### src/design/bspq_ram.sv
// Generic single-write, single-read RAM with a registered read port.
// Used for the node normal and node link tables; no dependencies.
module bspq_ram #(
	parameter int WIDTH = 8,
	parameter int DEPTH = 256
) (
	input  logic                     clk,
	input  logic                     wr_en,
	input  logic [$clog2(DEPTH)-1:0] wr_addr,
	input  logic [WIDTH-1:0]         wr_data,
	input  logic [$clog2(DEPTH)-1:0] rd_addr,
	output logic [WIDTH-1:0]         rd_data
);

	logic [WIDTH-1:0] mem_q [DEPTH];

	// Write port and registered read port.
	always_ff @(posedge clk) begin
		if (wr_en) begin
			mem_q[wr_addr] <= wr_data;
		end
		rd_data <= mem_q[rd_addr];
	end

endmodule

### config.mk
export PLATFORM = sky130hd
export DESIGN_NAME = bspq_ram
export DESIGN_NICKNAME = d
export VERILOG_FILES = /design/src/design/bspq_ram.sv
export SDC_FILE = /design/constraint.sdc
export NUM_CORES = 2
export LEC_CHECK = 0
export BUFFER_PORTS_ARGS = -buffer_cell sky130_fd_sc_hd__buf_2
export CAP_MARGIN = 0
export CORE_MARGIN = 2
export CORE_UTILIZATION = 25
export DETAILED_ROUTE_END_ITERATION = 6
export GPL_TIMING_DRIVEN = 0
export HOLD_SLACK_MARGIN = 0.03
export SLEW_MARGIN = 20
export SYNTH_ARGS = -nofsm -noshare
export SYNTH_HDL_FRONTEND = slang
export SYNTH_SLANG_ARGS = --single-unit
export TNS_END_PERCENT = 10
### constraint.sdc
create_clock -name clk -period 4.6 [get_ports clk]
set_input_delay 0.69 -clock clk [delete_from_list [all_inputs] [get_ports clk]]
set_output_delay 0.69 -clock clk [all_outputs]
set_load 0.02 [all_outputs]
After elaboration in Yosys (flattened, before gate mapping)
Memories as Yosys holds them, arrays and structs flattened. A register that Yosys moved wholly into a read port is not among the register bits. Index checks and enable logic that the tools add are counted.

Shifts and indexed selects: 0. Bitwise logic cells: 0. Div/mod/pow operators: 0. Add/sub/neg operators: 0. Multiplexer cells: 2. Multiply operators: 0. Reductions and logical operators: 0. Equal/unequal tests: 0. Magnitude comparators: 0.

Operators with widths (count): 1-bit 2-to-1 mux (2).

Flip-flop bits (word level): 0. Input bits: 26. Memories: 1. Bits in latches: 0. Memory bits (writable): 2048. Word-level logic and storage cells: 3. Output and inout port bits: 8. Memory bits (read-only): 0.

Memory list: mem_q (words 256, bits a word 8, rd ports 1, clocked after Yosys merged registers in 1, wr ports 1, RTL line 15) `logic [WIDTH-1:0] mem_q [DEPTH];`.

Depth between registers and ports, before layout
Depth in word-level cells: 2. Gate-level depth with buffers: 11. Depth with buffers taken out: 6.

Least setup slack after synthesis
Ideal clock, no wire load.

Path type: input-to-reg. Start: input port rd_addr[0]. End: register rd_data[2], read port of mem_q. Cell stages on the path: 9. Path buffers: 4. Data required time: 4.469 ns. Arrival time: 2.497 ns. Path slack: 1.972 ns. Library setup time: 0.131 ns. Path through: buf_6 > buf_12 > buf_8 > buf_2 > mux4_2 > a22oi_1 > a21oi_1 > nor4_1 > nor4_2.

RTL lines: from (decl) (RTL line 11) `input logic [$clog2(DEPTH)-1:0] rd_addr,`; to (decl) (RTL line 12) `output logic [WIDTH-1:0] rd_data`.

==> flow_metrics.tcl <==
set metrics [dict create \
    layout_setup_ws_ns 0.183 \
    dr.pass1.iters 6 \
    crit_path_end_kind "register" \
    cts.clk_slew.worst_paths_ns 0.06 \
    yosys.area_share.adder_pct 0 \
    worst_setup_path_start_kind "input port" \
    synthFlopType "sky130_fd_sc_hd__edfxtp_1" \
    max-vdd-ir-drop_v 0.000409 \
    clock.fmax_ghz 0.226 \
    timing.final.max_slew_violations 0 \
    top_cell_type_s_share_of_synthesized_area_pct 77.3 \
    total_switching_power_w 0.00899 \
    synthesis.area_per_instance_sq_um 21.3 \
    maxCapViolations 0 \
    floorplan.die_area_sq_um 323000 \
    outcome "complete, no violations" \
    total_power_w 0.0397 \
    effective_utilization_at_floorplan_pct 25.1 \
    synth.cell_area_sq_um 79600 \
    cts_root_buf "sky130_fd_sc_hd__clkbuf_16" \
    drt_iter0_markers 5947 \
    synth_compound_gate_area_share_pct 3.42 \
    post_synth_inst_count 3733 \
    finalNetCount 4021 \
    die_height_um 568 \
    seq_area_frac_synth_pct 77.5 \
    power.share.sequential_pct 52.0 \
    finClkSkew_ns 0.0386 \
    postSynthNetCount 3759 \
    slew_headroom_pct 9.58 \
    share_comb_of_total_power_pct 5.8 \
    detailed_place_hpwl_um 166000 \
    tritoncts_clock_tree "done" \
    gp_congestion 0.952 \
    netlist.top_cell.by_area "sky130_fd_sc_hd__edfxtp_1" \
    cts-htree-levels 4 \
    ctsLongestPathBuffers 3 \
    die_w_um 568 \
    netlist_top_cells_area "sky130_fd_sc_hd__edfxtp_1 (77%), sky130_fd_sc_hd__mux4_2 (13%), sky130_fd_sc_hd__mux2i_1 (1.7%), sky130_fd_sc_hd__nor2_1 (1.3%), sky130_fd_sc_hd__a22oi_1 (1.3%)" \
    synth_enable_flop_cells 2048 \
    ys_async_sr_fraction_pct 0 \
    drc 0 \
    power.share.switching_pct 22.6 \
    dp_slack_ns -0.617 \
    core_area_sq_um 317000 \
    rsz0062_at_grt "false" \
    cts-hold-fix-buffers 0 \
    post_route_clock_period_utilization_pct 96.0 \
    routed_wl_um 247000 \
    critical_path_arrival_ns 5.10 \
    vias_in_the_first_global_route 40714 \
    mux_cell_area_share_after_synthesis_pct 14.6 \
    area_delta_synth_final_pct 16.3 \
    final-hold-violation-count 0 \
    synthXorXnorAreaFrac_pct 0 \
    cellPowerDensity_nw_per_um2 429 \
    synth-seq-cells 2056 \
    power_leakage_nw 27.8 \
    cts_buffers 206 \
    vias_per_cell 4.98 \
    port_buffers 26 \
    synth_top_family_by_area "multiplexers" \
    clk_latency_worst_skew_pair_ns 0.86 \
    post_cts_buffers 0 \
    hold_ws_ns 0.209 \
    cts.sink_count 2056 \
    internal_power_w 0.0308 \
    critPathMaxFanout 10 \
    setup.worst_path.class "input port to register" \
    synthesis.yosys.warnings 0 \
    grt_first_pass_wirelength_um 335000 \
    fin_setup_tns_ns 0 \
    number_of_antenna_violations_at_the_first_check_in_global_routing 17 \
    report.final.setup_viol 0 \
    average_routed_wire_per_standard_cell_um 29.6 \
    drtAntennaViolNets 0 \
    pin_count_of_the_biggest_net_entering_global_routing 136 \
    finalCriticalPeriod_ns 4.42 \
    final_layout_size_suffix_gt1_share_pct 23.2 \
    floorplan.rows 207 \
    yosys.cell_types.count 55 \
    grt_total_ovfl 0 \
    gr-usage-all-layers_pct 14.9 \
    timing.hold.worst.class "input port to register" \
    pwr-share-clk_pct 42.3 \
    dr_total_vias 41595 \
    floorplan.io_pins 34 \
    post_cts_resized 0 \
    yosys.area_share.simple_pct 2.63 \
    worst-endpoint-required_ns 5.28 \
    worst_pin_slew_ns 1.34 \
]
==> cell usage after synthesis (4+ instances only) <==
library cell,count
sky130_fd_sc_hd__buf_4,27
sky130_fd_sc_hd__edfxtp_1,2048
sky130_fd_sc_hd__nor2_1,282
sky130_fd_sc_hd__or2_2,4
sky130_fd_sc_hd__a221oi_1,13
sky130_fd_sc_hd__clkbuf_1,111
sky130_fd_sc_hd__a22o_1,8
sky130_fd_sc_hd__o22a_1,5
sky130_fd_sc_hd__buf_6,21
sky130_fd_sc_hd__o21ai_0,10
sky130_fd_sc_hd__o32ai_1,4
sky130_fd_sc_hd__and2_1,6
sky130_fd_sc_hd__a22oi_1,133
sky130_fd_sc_hd__nor3_1,22
sky130_fd_sc_hd__a21oi_1,96
sky130_fd_sc_hd__o221ai_1,46
sky130_fd_sc_hd__o211ai_1,10
sky130_fd_sc_hd__a211oi_1,16
sky130_fd_sc_hd__nand2b_1,8
sky130_fd_sc_hd__buf_8,13
sky130_fd_sc_hd__nand4_1,10
sky130_fd_sc_hd__buf_1,22
sky130_fd_sc_hd__dfxtp_1,8
sky130_fd_sc_hd__mux4_2,454
sky130_fd_sc_hd__nand2_1,33
sky130_fd_sc_hd__nor4_1,24
sky130_fd_sc_hd__o22ai_1,28
sky130_fd_sc_hd__nand3_1,34
sky130_fd_sc_hd__nor2b_1,31
sky130_fd_sc_hd__mux2i_1,134
sky130_fd_sc_hd__buf_2,31
sky130_fd_sc_hd__buf_12,8
==> cell type report <==
cell class / count / area, sq um
repair buffers: 54 / 916
flip-flops and latches: 2056 / 61700
diodes: 7 / 17.5
clock buffers: 254 / 5340
well taps: 4180 / 5230
fillers: 30531 / 225000
plain buffers: 233 / 1500
inverters: 2 / 7.51
multi-input cells: 1442 / 16500
clock inverters: 122 / 1350
==> power groups by stage <==
| stage | registers [W] | logic, W | clock network [W] |
|---|---|---|---|
| 3_5_place_dp | 0.0211 | 0.00225 | 0 |
| 3_3_place_gp | 0.0211 | 0.00214 | 0 |
| 4_1_cts | 0.0207 | 0.00225 | 0.0169 |
| 6_report | 0.0207 | 0.00229 | 0.0168 |
| 2_1_floorplan | 0.0211 | 0.00100 | 0 |
| 5_1_grt | 0.0207 | 0.00233 | 0.0176 |
==> per-stage QoR <==
step / instance area [sq um] / instances / utilization [%]
after floorplan: 79600 / 3733 / -
after global placement: 84900 / 7939 / 26.8
after detailed placement: 85800 / 7967 / 27.1
after CTS: 92500 / 8343 / 29.2
after global routing: 92500 / 8344 / 29.2
final: 92500 / 8350 / 29.2
==> state kept, by name (all words and copies together) (netlist names) <==
name     cells
mem_q     2048
rd_data      8
==> worst max-delay path: stages <==
cell and delay (ns):
sky130_fd_sc_hd__buf_2 0.19, sky130_fd_sc_hd__buf_2 0.44, sky130_fd_sc_hd__and2_1 0.20, sky130_fd_sc_hd__buf_1 0.82, sky130_fd_sc_hd__clkbuf_1 0.90, sky130_fd_sc_hd__a22oi_1 0.27, sky130_fd_sc_hd__a21oi_1 0.57, sky130_fd_sc_hd__nor3_1 0.21
sky130_fd_sc_hd__nor4_2 0.75
==> final timing paths <==
check | start | endpoint | slack, ns | cells after the start
setup reg to reg | mem_q[83][5] | rd_data[5] | 0.92 | 6
hold / removal | wr_data[4] | mem_q[139][4] | 0.21 | 1
hold reg to reg | mem_q[104][2] | rd_data[2] | 1.41 | 7
setup / recovery | rd_addr[2] | rd_data[7] | 0.18 | 9
==> per-layer routing <==
| layer | vias up | track usage (%) | part of all wire (%) |
|---|---|---|---|
| met5 | - | 0 | 0.011 |
| met4 | 4 | 7.28 | 5.4 |
| met3 | 576 | 3.83 | 10 |
| met2 | 2557 | 23.6 | 46 |
| met1 | 22209 | 19.0 | 38 |
| li1 | 16249 | - | - |
==> cell usage in the layout (no fill, tap or decap), types with 10 or more instances in the layout <==
master                      synthesis  routed
sky130_fd_sc_hd__bufinv_16          0      20
sky130_fd_sc_hd__buf_16             0      25
sky130_fd_sc_hd__nand3_1           34      34
sky130_fd_sc_hd__mux2i_1          134     134
sky130_fd_sc_hd__clkbuf_2           0      34
sky130_fd_sc_hd__buf_2             31      60
sky130_fd_sc_hd__clkbuf_1         111     125
sky130_fd_sc_hd__buf_6             21      21
sky130_fd_sc_hd__nor4_2             3      14
sky130_fd_sc_hd__nand2_1           33      33
sky130_fd_sc_hd__nor2_1           282     277
sky130_fd_sc_hd__o21ai_0           10      10
sky130_fd_sc_hd__nand4_1           10      10
sky130_fd_sc_hd__buf_4             27      28
sky130_fd_sc_hd__nor4_1            24      13
sky130_fd_sc_hd__clkinv_2           0      32
sky130_fd_sc_hd__o22ai_1           28      28
sky130_fd_sc_hd__mux4_2           454     454
sky130_fd_sc_hd__clkbuf_16          0     206
sky130_fd_sc_hd__a22oi_1          133     133
sky130_fd_sc_hd__a21oi_1           96      96
sky130_fd_sc_hd__a211oi_1          16      16
sky130_fd_sc_hd__edfxtp_1        2048    2048
sky130_fd_sc_hd__a221oi_1          13      13
sky130_fd_sc_hd__buf_8             13      21
sky130_fd_sc_hd__nor2b_1           31      29
sky130_fd_sc_hd__o211ai_1          10      10
sky130_fd_sc_hd__o221ai_1          46      46
sky130_fd_sc_hd__clkinv_1           1      45
sky130_fd_sc_hd__nor3_1            22      22
sky130_fd_sc_hd__buf_1             22      13
==> cells by family after synthesis <==
family                 count (synthesis)
DFF                                 2056
muxes                                591
and+or+nand+nor                      466
AOI/OAI and AO/OA                    385
buffers and inverters                235
Power figures use the tool's default switching activity.
